<file path="config.mk">
export PLATFORM = sky130hd
export DESIGN_NAME = rle_run_expand_upscale
export DESIGN_NICKNAME = d
export VERILOG_FILES = /design/src/sv/rle_pkg.sv /design/src/sv/rle_ctrl.sv /design/src/sv/rle_dp.sv /design/src/sv/rle_run_expand_upscale.sv
export SDC_FILE = /design/constraint.sdc
export NUM_CORES = 1
export LEC_CHECK = 0
export BUFFER_PORTS_ARGS = -buffer_cell sky130_fd_sc_hd__buf_2
export CAP_MARGIN = 5
export CORE_MARGIN = 5
export CORE_UTILIZATION = 50
export CTS_BUF_LIST = sky130_fd_sc_hd__clkbuf_8
export DETAILED_ROUTE_END_ITERATION = 8
export PLACE_DENSITY = 0.72
export SLEW_MARGIN = 20
export SYNTH_ARGS = -nofsm -noshare
export SYNTH_HDL_FRONTEND = slang
export SYNTH_SLANG_ARGS = --single-unit
</file>
<file path="constraint.sdc">
create_clock -name clk_i -period 5.2 [get_ports clk_i]
set_input_delay 1.04 -clock clk_i [delete_from_list [all_inputs] [get_ports clk_i]]
set_output_delay 1.04 -clock clk_i [all_outputs]
set_load 0.01 [all_outputs]
</file>
<file path="src/sv/rle_pkg.sv">
`timescale 1ns / 1ps
// ----------------------------------------------------------------------------
// rle_pkg
// Shared widths, register indexes and controller/datapath interface types
// for the run-length pixel expander.
// ----------------------------------------------------------------------------
package rle_pkg;

  localparam int unsigned ColorW   = 24;
  localparam int unsigned LenW     = 7;
  localparam int unsigned ScaleW   = 7;
  localparam int unsigned WidthW   = 11;
  localparam int unsigned PosW     = 10;
  localparam int unsigned OrigW    = 16;
  localparam int unsigned ChanW    = 8;
  localparam int unsigned CfgIdxW  = 2;
  localparam int unsigned CfgDataW = 11;

  localparam int unsigned DefMaxRun  = 64;
  localparam int unsigned DefMaxRows = 1024;

  localparam logic [WidthW-1:0] MaxWidth     = 11'd1024;
  localparam logic [ScaleW-1:0] ScaleReset   = 7'd1;
  localparam logic [WidthW-1:0] WidthReset   = 11'd64;

  localparam logic [CfgIdxW-1:0] CfgScale = 2'd0;
  localparam logic [CfgIdxW-1:0] CfgWidth = 2'd1;

  typedef struct packed {
    logic load;   // take a new run
    logic emit;   // produce one pixel into the output register
  } rle_cmd_t;

  typedef struct packed {
    logic len_zero;  // incoming run has no pixels
    logic pix_last;  // pixel about to be emitted is the last of the run
    logic out_free;  // output register can take a pixel this cycle
  } rle_status_t;

endpackage

</file>
<file path="src/sv/rle_ctrl.sv">
`timescale 1ns / 1ps
// ----------------------------------------------------------------------------
// rle_ctrl
// Run sequencer: accepts one run at a time and steps the datapath through
// its pixels as the output register frees up.
// ----------------------------------------------------------------------------
module rle_ctrl (
  input  logic                clk_i,
  input  logic                rst_ni,
  input  logic                in_valid_i,
  output logic                in_stall_o,
  input  rle_pkg::rle_status_t status_i,
  output rle_pkg::rle_cmd_t    cmd_o
);

  localparam logic StIdle = 1'b0;
  localparam logic StRun  = 1'b1;

  logic state_q, state_d;
  logic accept;

  assign in_stall_o = (state_q != StIdle);
  assign accept     = in_valid_i && (state_q == StIdle);

  always_comb begin
    cmd_o.load = accept;
    cmd_o.emit = (state_q == StRun) && status_i.out_free;
    state_d    = state_q;
    unique case (state_q)
      StIdle: begin
        if (accept && !status_i.len_zero) begin
          state_d = StRun;
        end
      end
      StRun: begin
        if (cmd_o.emit && status_i.pix_last) begin
          state_d = StIdle;
        end
      end
      default: state_d = StIdle;
    endcase
  end

  always_ff @(posedge clk_i or negedge rst_ni) begin
    if (!rst_ni) begin
      state_q <= StIdle;
    end else begin
      state_q <= state_d;
    end
  end

endmodule

</file>
<file path="src/sv/rle_dp.sv">
`timescale 1ns / 1ps
// ----------------------------------------------------------------------------
// rle_dp
// Datapath: config registers, run registers, source position, origin
// multipliers and the output register.
// ----------------------------------------------------------------------------
module rle_dp #(
  parameter int unsigned MAX_RUN  = rle_pkg::DefMaxRun,
  parameter int unsigned MAX_ROWS = rle_pkg::DefMaxRows
) (
  input  logic                             clk_i,
  input  logic                             rst_ni,
  input  logic                             cfg_we_i,
  input  logic [rle_pkg::CfgIdxW-1:0]      cfg_idx_i,
  input  logic [rle_pkg::CfgDataW-1:0]     cfg_data_i,
  input  logic [rle_pkg::ColorW-1:0]       run_color_i,
  input  logic [rle_pkg::LenW-1:0]         run_length_i,
  input  logic                             frame_end_i,
  input  rle_pkg::rle_cmd_t                cmd_i,
  output rle_pkg::rle_status_t             status_o,
  output logic                             out_valid_o,
  input  logic                             out_stall_i,
  output logic [rle_pkg::OrigW-1:0]        block_x_o,
  output logic [rle_pkg::OrigW-1:0]        block_y_o,
  output logic [rle_pkg::ChanW-1:0]        red_o,
  output logic [rle_pkg::ChanW-1:0]        green_o,
  output logic [rle_pkg::ChanW-1:0]        blue_o,
  output logic                             run_last_o,
  output logic                             frame_last_o
);

  localparam int unsigned CntW = $clog2(MAX_RUN + 1);
  localparam int unsigned ProdW = rle_pkg::PosW + rle_pkg::ScaleW;
  localparam logic [rle_pkg::WidthW-1:0] RowLim = rle_pkg::WidthW'(MAX_ROWS);
  localparam logic [rle_pkg::LenW-1:0]   RunLim = rle_pkg::LenW'(MAX_RUN);

  logic [rle_pkg::ScaleW-1:0] scale_q;
  logic [rle_pkg::WidthW-1:0] width_q;
  logic [rle_pkg::ColorW-1:0] color_q;
  logic                       fend_q;
  logic [CntW-1:0]            cnt_q;
  logic [rle_pkg::PosW-1:0]   col_q, col_d;
  logic [rle_pkg::PosW-1:0]   row_q, row_d;
  logic                       out_valid_q;

  logic [rle_pkg::LenW-1:0]   len_sat;
  logic [rle_pkg::WidthW-1:0] width_eff;
  logic [rle_pkg::WidthW-1:0] col_inc, row_inc;
  logic [ProdW-1:0]           prod_x, prod_y;
  logic                       pix_last;

  assign len_sat   = (run_length_i > RunLim) ? RunLim : run_length_i;
  assign pix_last  = (cnt_q == CntW'(1));

  assign status_o.len_zero = (len_sat == '0);
  assign status_o.pix_last = pix_last;
  assign status_o.out_free = !out_valid_q || !out_stall_i;

  // zero or oversize width behaves as the full 1024 columns
  assign width_eff = (width_q == '0 || width_q > rle_pkg::MaxWidth) ? rle_pkg::MaxWidth
                                                                    : width_q;
  assign col_inc = {1'b0, col_q} + 11'd1;
  assign row_inc = {1'b0, row_q} + 11'd1;

  assign prod_x = ProdW'(col_q) * ProdW'(scale_q);
  assign prod_y = ProdW'(row_q) * ProdW'(scale_q);

  always_comb begin
    col_d = col_q;
    row_d = row_q;
    priority if (cmd_i.load && status_o.len_zero && frame_end_i) begin
      col_d = '0;
      row_d = '0;
    end else if (cmd_i.emit && pix_last && fend_q) begin
      col_d = '0;
      row_d = '0;
    end else if (cmd_i.emit) begin
      if (col_inc >= width_eff) begin
        col_d = '0;
        row_d = (row_inc >= RowLim) ? '0 : row_inc[rle_pkg::PosW-1:0];
      end else begin
        col_d = col_inc[rle_pkg::PosW-1:0];
      end
    end
  end

  always_ff @(posedge clk_i or negedge rst_ni) begin
    if (!rst_ni) begin
      scale_q     <= rle_pkg::ScaleReset;
      width_q     <= rle_pkg::WidthReset;
      col_q       <= '0;
      row_q       <= '0;
      cnt_q       <= '0;
      out_valid_q <= 1'b0;
    end else begin
      if (cfg_we_i && cfg_idx_i == rle_pkg::CfgScale) begin
        scale_q <= cfg_data_i[rle_pkg::ScaleW-1:0];
      end
      if (cfg_we_i && cfg_idx_i == rle_pkg::CfgWidth) begin
        width_q <= cfg_data_i;
      end
      col_q <= col_d;
      row_q <= row_d;
      if (cmd_i.load) begin
        cnt_q <= CntW'(len_sat);
      end else if (cmd_i.emit) begin
        cnt_q <= cnt_q - CntW'(1);
      end
      if (cmd_i.emit) begin
        out_valid_q <= 1'b1;
      end else if (!out_stall_i) begin
        out_valid_q <= 1'b0;
      end
    end
  end

  always_ff @(posedge clk_i) begin
    if (cmd_i.load) begin
      color_q <= run_color_i;
      fend_q  <= frame_end_i;
    end
    if (cmd_i.emit) begin
      block_x_o    <= prod_x[ProdW-1:rle_pkg::OrigW] != '0 ? '1
                                                         : prod_x[rle_pkg::OrigW-1:0];
      block_y_o    <= prod_y[ProdW-1:rle_pkg::OrigW] != '0 ? '1
                                                         : prod_y[rle_pkg::OrigW-1:0];
      red_o        <= color_q[23:16];
      green_o      <= color_q[15:8];
      blue_o       <= color_q[7:0];
      run_last_o   <= pix_last;
      frame_last_o <= pix_last && fend_q;
    end
  end

  assign out_valid_o = out_valid_q;

endmodule

</file>
<file path="src/sv/rle_run_expand_upscale.sv">
`timescale 1ns / 1ps
// ----------------------------------------------------------------------------
// rle_run_expand_upscale
// Run-length pixel expander: one request per run, one result per pixel
// carrying the upscaled block origin and the split color.
// ----------------------------------------------------------------------------
// usage:
//   input channel (in_valid_i / in_stall_o) takes one run: color, length and
//   frame-end flag. output channel (out_valid_o / out_stall_i) gives one
//   result per pixel with block origin = source position times scale.
//   runs longer than MAX_RUN are cut to MAX_RUN pixels; a zero-length run
//   gives no output (a zero-length frame-end run still clears the position).
//   the run is taken in the idle state; from the run state its pixels are
//   loaded into the output register, one pixel per cycle while the receiver
//   does not stall. the next run is taken only once the last pixel has been
//   loaded into the output register; an empty run is taken without leaving
//   the idle state. the pace is set by the one pixel per cycle of the
//   one-entry output register.
//   a stall holds the output register and pauses the run.
//   reset returns scale to 1, width to 64 and the position to column 0, row 0.
//   config writes (cfg_we_i) are expected only while no run is in progress.
// ----------------------------------------------------------------------------
module rle_run_expand_upscale #(
  parameter int unsigned MAX_RUN  = rle_pkg::DefMaxRun,
  parameter int unsigned MAX_ROWS = rle_pkg::DefMaxRows
) (
  input  logic                         clk_i,
  input  logic                         rst_ni,
  input  logic                         cfg_we_i,
  input  logic [rle_pkg::CfgIdxW-1:0]  cfg_idx_i,
  input  logic [rle_pkg::CfgDataW-1:0] cfg_data_i,
  input  logic                         in_valid_i,
  output logic                         in_stall_o,
  input  logic [rle_pkg::ColorW-1:0]   run_color_i,
  input  logic [rle_pkg::LenW-1:0]     run_length_i,
  input  logic                         frame_end_i,
  output logic                         out_valid_o,
  input  logic                         out_stall_i,
  output logic [rle_pkg::OrigW-1:0]    block_x_o,
  output logic [rle_pkg::OrigW-1:0]    block_y_o,
  output logic [rle_pkg::ChanW-1:0]    red_o,
  output logic [rle_pkg::ChanW-1:0]    green_o,
  output logic [rle_pkg::ChanW-1:0]    blue_o,
  output logic                         run_last_o,
  output logic                         frame_last_o
);

  rle_pkg::rle_cmd_t    cmd;
  rle_pkg::rle_status_t status;

  rle_ctrl u_ctrl (
    .clk_i      (clk_i),
    .rst_ni     (rst_ni),
    .in_valid_i (in_valid_i),
    .in_stall_o (in_stall_o),
    .status_i   (status),
    .cmd_o      (cmd)
  );

  rle_dp #(
    .MAX_RUN  (MAX_RUN),
    .MAX_ROWS (MAX_ROWS)
  ) u_dp (
    .clk_i        (clk_i),
    .rst_ni       (rst_ni),
    .cfg_we_i     (cfg_we_i),
    .cfg_idx_i    (cfg_idx_i),
    .cfg_data_i   (cfg_data_i),
    .run_color_i  (run_color_i),
    .run_length_i (run_length_i),
    .frame_end_i  (frame_end_i),
    .cmd_i        (cmd),
    .status_o     (status),
    .out_valid_o  (out_valid_o),
    .out_stall_i  (out_stall_i),
    .block_x_o    (block_x_o),
    .block_y_o    (block_y_o),
    .red_o        (red_o),
    .green_o      (green_o),
    .blue_o       (blue_o),
    .run_last_o   (run_last_o),
    .frame_last_o (frame_last_o)
  );

endmodule

</file>
# Word level (Yosys, flattened, before mapping)

Cells that the tools add are included.

$add $sub $neg: 3
Multipliers: 2
Magnitude comparators: 4
Equality and inequality tests: 3
Multiplexer cells: 18
Bitwise operators: 1
Reduce and logical (&&, ||, !) cells: 22

Operator list:

| kind                                                   | number |
|---|---|
| two-way mux 10 bit                                     | 9 |
| multiplier 10 x 7 -> 17 bit                            | 2 |
| adder 10 x 1 -> 11 bit (second input constant)         | 2 |
| two-way mux 7 bit                                      | 3 |
| >= comparator 11 bit                                   | 1 |
| >= comparator 11 bit (second input constant)           | 1 |
| > comparator 11 bit (second input constant)            | 1 |
| zero test 11 bit                                       | 1 |
| two-way mux 11 bit                                     | 1 |
| logical AND 1 bit                                      | 10 |
| == test 7 x 1 -> 1 bit (second input constant)         | 1 |
| > comparator 7 bit (second input constant)             | 1 |
| zero test 7 bit                                        | 1 |
| subtractor 7 x 1 -> 7 bit (second input constant)      | 1 |
| nonzero test 3 bit                                     | 2 |
| two-way mux 1 bit                                      | 4 |
| zero test 1 bit                                        | 3 |
| == test 2 x 1 -> 1 bit (second input constant)         | 1 |
| zero test 2 bit                                        | 1 |
| logical OR 1 bit                                       | 2 |
| inequality test 2 x 1 -> 1 bit (second input constant) | 1 |
| case mux 1 bit (2 select lines)                        | 1 |
| AND reduction 2 bit                                    | 1 |
| nonzero test 2 bit                                     | 1 |
| NOT 1 bit                                              | 1 |

Bits in registers: 130
Bits of input ports: 50
Word-level logic and storage cells: 69

# Logic depth before layout (Yosys ltp)

Depth in word-level cells: 8
Depth in mapped cells: 19

# Modules after synthesis

From an unflattened synthesis, not the netlist that was laid out.

Cell total of the unflattened synthesis: 928
Area, all modules: 9,858.2 µm²

Modules (own cells, without submodules):

| module   | instances | cells an instance | area an instance (µm²) |
|---|---|---|---|
| rle_dp   | 1         | 921               | 9,786.9 |
| rle_ctrl | 1         | 7                 | 71.3 |

# Least setup slack after synthesis

No wires, ideal clock.

Kind: register to register
Start point: reg u_dp.col_q[3] (netlist bit)
End point: reg u_dp.block_x_o[0] (netlist bit) (data pin)
Library setup time: 0.258 ns
Arrival time: 4.600 ns
Setup slack: 0.342 ns
Stages on the path, launching flop included: 19
Path buffers: 2
Clock period less this slack: 4.858 ns
Path through: dfrtp_1 > clkbuf_1 > and2_1 > fa_1 > inv_1 > fa_1 > inv_1 > fa_1 > inv_1 > fa_1 > inv_1 > ha_1 > a21o_1 > a221oi_2 > o211ai_1 > a21oi_1 > xnor2_1 > buf_2 > nand2_1

Longest elaborated chain between the ends: 1

RTL lines:

| item                        | line          | RTL |
|---|---|---|
| start, declared             | rle_dp.sv:42  | `logic [rle_pkg::PosW-1:0] col_q, col_d;` |
| start signal, assigned      | rle_dp.sv:102 | `col_q <= col_d;` |
| multiplier 10 x 7 -> 17 bit | rle_dp.sv:65  | `assign prod_x = ProdW'(col_q) * ProdW'(scale_q);` |
| end signal, assigned        | rle_dp.sv:123 | `block_x_o <= prod_x[ProdW-1:rle_pkg::OrigW] != '0 ? '1` |
| end, declared               | rle_dp.sv:23  | `output logic [rle_pkg::OrigW-1:0] block_x_o,` |

Every way passes these cells.
A chain may end at the register's enable or synchronous reset.

# Worst setup path after layout

Start point: reg u_dp.scale_q[1] (netlist bit)
End point: reg u_dp.block_x_o[15] (netlist bit) (data pin)

Longest elaborated chain between the ends: 1

RTL lines:

| item                        | line         | RTL |
|---|---|---|
| start, declared             | rle_dp.sv:37 | `logic [rle_pkg::ScaleW-1:0] scale_q;` |
| start signal, assigned      | rle_dp.sv:89 | `scale_q <= rle_pkg::ScaleReset;` |
| start signal, assigned      | rle_dp.sv:97 | `scale_q <= cfg_data_i[rle_pkg::ScaleW-1:0];` |
| multiplier 10 x 7 -> 17 bit | rle_dp.sv:65 |  |

Every way passes these cells.

==> flow_metrics.py <==
metrics = {
    "min_path": {
        "hold_class": "register to register",
    },
    "floorplanning": {
        "num_io_pins": 110,
        "die_x_um": 151,
        "num_rows": 51,
        "die_y_um": 151,
        "initial_core_util": 0.508,
        "core_area_um2": 19500,
        "fp.dieArea_um2": 22700,
    },
    "power_and_ir_drop": {
        "leakagePower_nw": 5.41,
        "total_power_mw": 4.39,
        "powerDensity_nw_per_um2": 393,
        "peakVddDrop_uv": 219,
    },
    "clock_tree": {
        "cts_buffers": 17,
        "clock_latency_ns": 0.45,
        "cts_tree": "yes",
        "postCtsHoldBufs": 0,
        "clk_pin_slew_ns": 0.09,
        "cts_max_level": 4,
        "cts_root_buf": "clkbuf_8",
        "cts_sinks": 130,
        "clk_path_buf_depth": 2,
    },
    "global_routing": {
        "grt_pass1_wl_um": 34800,
        "antenna_found_initial": 0,
        "first_global_vias": 7153,
        "grt_max_degree": 63,
        "grtUsageTotal": 0.188,
        "grt_overflow": 0,
    },
    "synthesis": {
        "avgSynthCellArea_um2": 10.7,
        "synth_ff_type": "edfxtp_1",
        "syn_inst": 926,
        "synth.distinct_cells": 63,
        "synth-edff-count": 83,
        "ys_seq_area_frac": 0.370,
        "synth_top_area_share": 0.251,
        "syn_nets": 1139,
        "async_flop_share": 0.362,
        "yosysMostFrequentCell": "and2_1",
        "yosys_register_bits": 130,
        "synth.top_cells.by_count": "and2_1 (107), nand2_1 (93), ha_1 (85)",
        "yosys-top-cells-area": "edfxtp_1 (25%), fa_1 (16%), dfrtp_1 (11%)",
        "yosysWarnings": 0,
        "yosysTopAreaCell": "edfxtp_1",
        "syn_area_um2": 9920,
    },
    "cells_and_area": {
        "area_delta_synth_final_pct": 12.7,
        "antenna_cells": 0,
        "final_core_util": 0.572,
        "layout.cells.non_filler": 1312,
        "layout-drive-gt1-share": 0.199,
        "final_nets": 1247,
    },
    "placed_design": {
        "dp_cells": 1280,
        "hpwl_um": 15200,
        "io_buffers": 109,
        "gp_congestion": 0.857,
    },
    "sta": {
        "slew_headroom": 0.359,
        "fin_tns_setup_ns": 0,
        "rsz0062_at_grt": "no",
        "fmax_mhz": 203,
        "finalCriticalPeriod_ns": 4.93,
        "worstMarginPinSlew_ns": 0.960,
        "hold_violations": 0,
        "setup_viol": 0,
        "finalMaxSlewViolations": 0,
        "skew_ns": 0.0154,
        "period_share": 0.948,
    },
    "drt": {
        "wl_um": 20000,
        "drt_pass1_iterations": 5,
        "drt-initial-drc-count": 363,
        "ant_nets": 0,
        "remaining_drc_errors": 0,
        "dr_total_vias": 6813,
        "wl_per_cell_um": 15.2,
        "vias_per_cell": 5.19,
    },
    "setup_path": {
        "required_ns": 5.49,
        "cp_max_fo": 12,
        "critical_path_arrival_ns": 5.22,
        "cp-start-kind": "register",
        "crit_type": "register to register",
        "cp-end-kind": "register",
    },
    "job": {
        "drv_cap": 0,
    },
    "status": {
        "status": "finished, final reports clean",
    },
}
power by group:
part / internal [mW] / switching, mW / total (mW)
clock: 0.353 / 0.483 / 0.835
combinational: 0.881 / 1.15 / 2.03
sequential: 1.37 / 0.154 / 1.53
through the flow:
stage | instance area [um^2] | setup WS (ns) | hold WS (ns)
2_1_floorplan | 9920 | 0.342 | 0.400
3_3_place_gp | 10800 | 0.328 | 0.400
3_5_place_dp | 10800 | 0.142 | 0.405
4_1_cts | 11100 | 0.107 | 0.419
5_1_grt | 11200 | 0.00420 | 0.433
6_report | 11200 | 0.272 | 0.422
logic make-up (layout without fill, tap and decap cells):
| family | count (synthesis) | in the layout | share of synthesized area |
|---|---|---|---|
| AO/OA/AOI/OAI | 136 | 136 | 0.0892 |
| XOR/XNOR | 35 | 35 | 0.0309 |
| adder cells (fa/ha/maj) | 163 | 163 | 0.265 |
| buffers and inverters | 128 | 249 | 0.0522 |
| flip-flops | 130 | 130 | 0.370 |
| multiplexers | 20 | 20 | 0.0226 |
| AND/OR/NAND/NOR | 314 | 314 | 0.170 |
layout make-up:
| class | count | area [um^2] |
|---|---|---|
| multi-input cells | 668 | 5740 |
| well taps | 265 | 332 |
| clock inverters | 15 | 143 |
| fillers | 1759 | 8350 |
| clock buffers | 17 | 234 |
| repair buffers | 133 | 732 |
| inverters | 84 | 318 |
| flip-flops and latches | 130 | 3680 |
flip-flops by register name, indices dropped and copies added (netlist names), 10 cells and up:
| register | flops |
|---|---|
| u_dp.color_q | 24 |
| u_dp.row_q | 10 |
| u_dp.col_q | 10 |
| u_dp.block_y_o | 16 |
| u_dp.width_q | 11 |
| u_dp.block_x_o | 16 |
final timing paths:
path / startpoint / to / slack, ns / depth (start not counted)
max: u_dp.scale_q[1] / u_dp.block_x_o[15] / 0.27 / 15
min: u_dp.color_q[14] / u_dp.green_o[6] / 0.42 / 0
max reg2reg: u_dp.scale_q[1] / u_dp.block_x_o[15] / 0.27 / 15
min reg2reg: u_dp.color_q[14] / u_dp.green_o[6] / 0.42 / 0
max in group asynchronous: rst_ni / u_dp.scale_q[3] / 4.16 / 1
min in group asynchronous: rst_ni / u_dp.row_q[9] / 0.58 / 1
placed cells by master (no fill, tap or decap), drive strengths merged, types with 2 or more instances in the layout:
cell / count
buf: 133
and2: 107
nand2: 94
inv: 92
ha: 85
edfxtp: 83
fa: 78
dfrtp: 45
o21ai: 39
a21oi: 30
nand2b: 27
nor2: 27
mux2: 19
nand3: 18
xnor2: 18
xor2: 17
clkbuf: 17
a21o: 12
a211oi: 12
o31ai: 10
nor3: 9
clkinv: 7
nor2b: 6
a31oi: 6
o21a: 6
and3: 5
a211o: 4
or4: 4
nand4: 3
a22o: 3
nor4: 3
and4: 3
nor3b: 2
o21bai: 2
a21boi: 2
dfstp: 2
or3: 2
per-layer routing:
metal	vias to the layer above	GRT usage	share of wire
li1	3344	-	-
met1	3306	0.271	0.48
met2	140	0.298	0.47
met3	23	0.0314	0.042
met4	0	0.0517	0.013
met5	-	0	0
critical path, cell delays in order, from the launching register on:
cell and delay [ns]:
dfrtp_1 0.57, buf_4 0.25, and2_1 0.16, fa_1 0.43, fa_1 0.47, fa_1 0.54
inv_1 0.05, fa_1 0.52, inv_1 0.04, ha_1 0.37, o21a_1 0.23, o21ai_0 0.24
o21bai_1 0.13, and2_1 0.20, or4_1 0.47, o2111ai_1 0.11
timing repair:
action                                  4_1_cts  5_1_grt
hold endpoints to repair                      0        0
gates resized for setup                       0        9
endpoints found under the setup margin        0       19
buffers inserted                              0        0
Note: power is estimated with default switching activity, not from simulation.
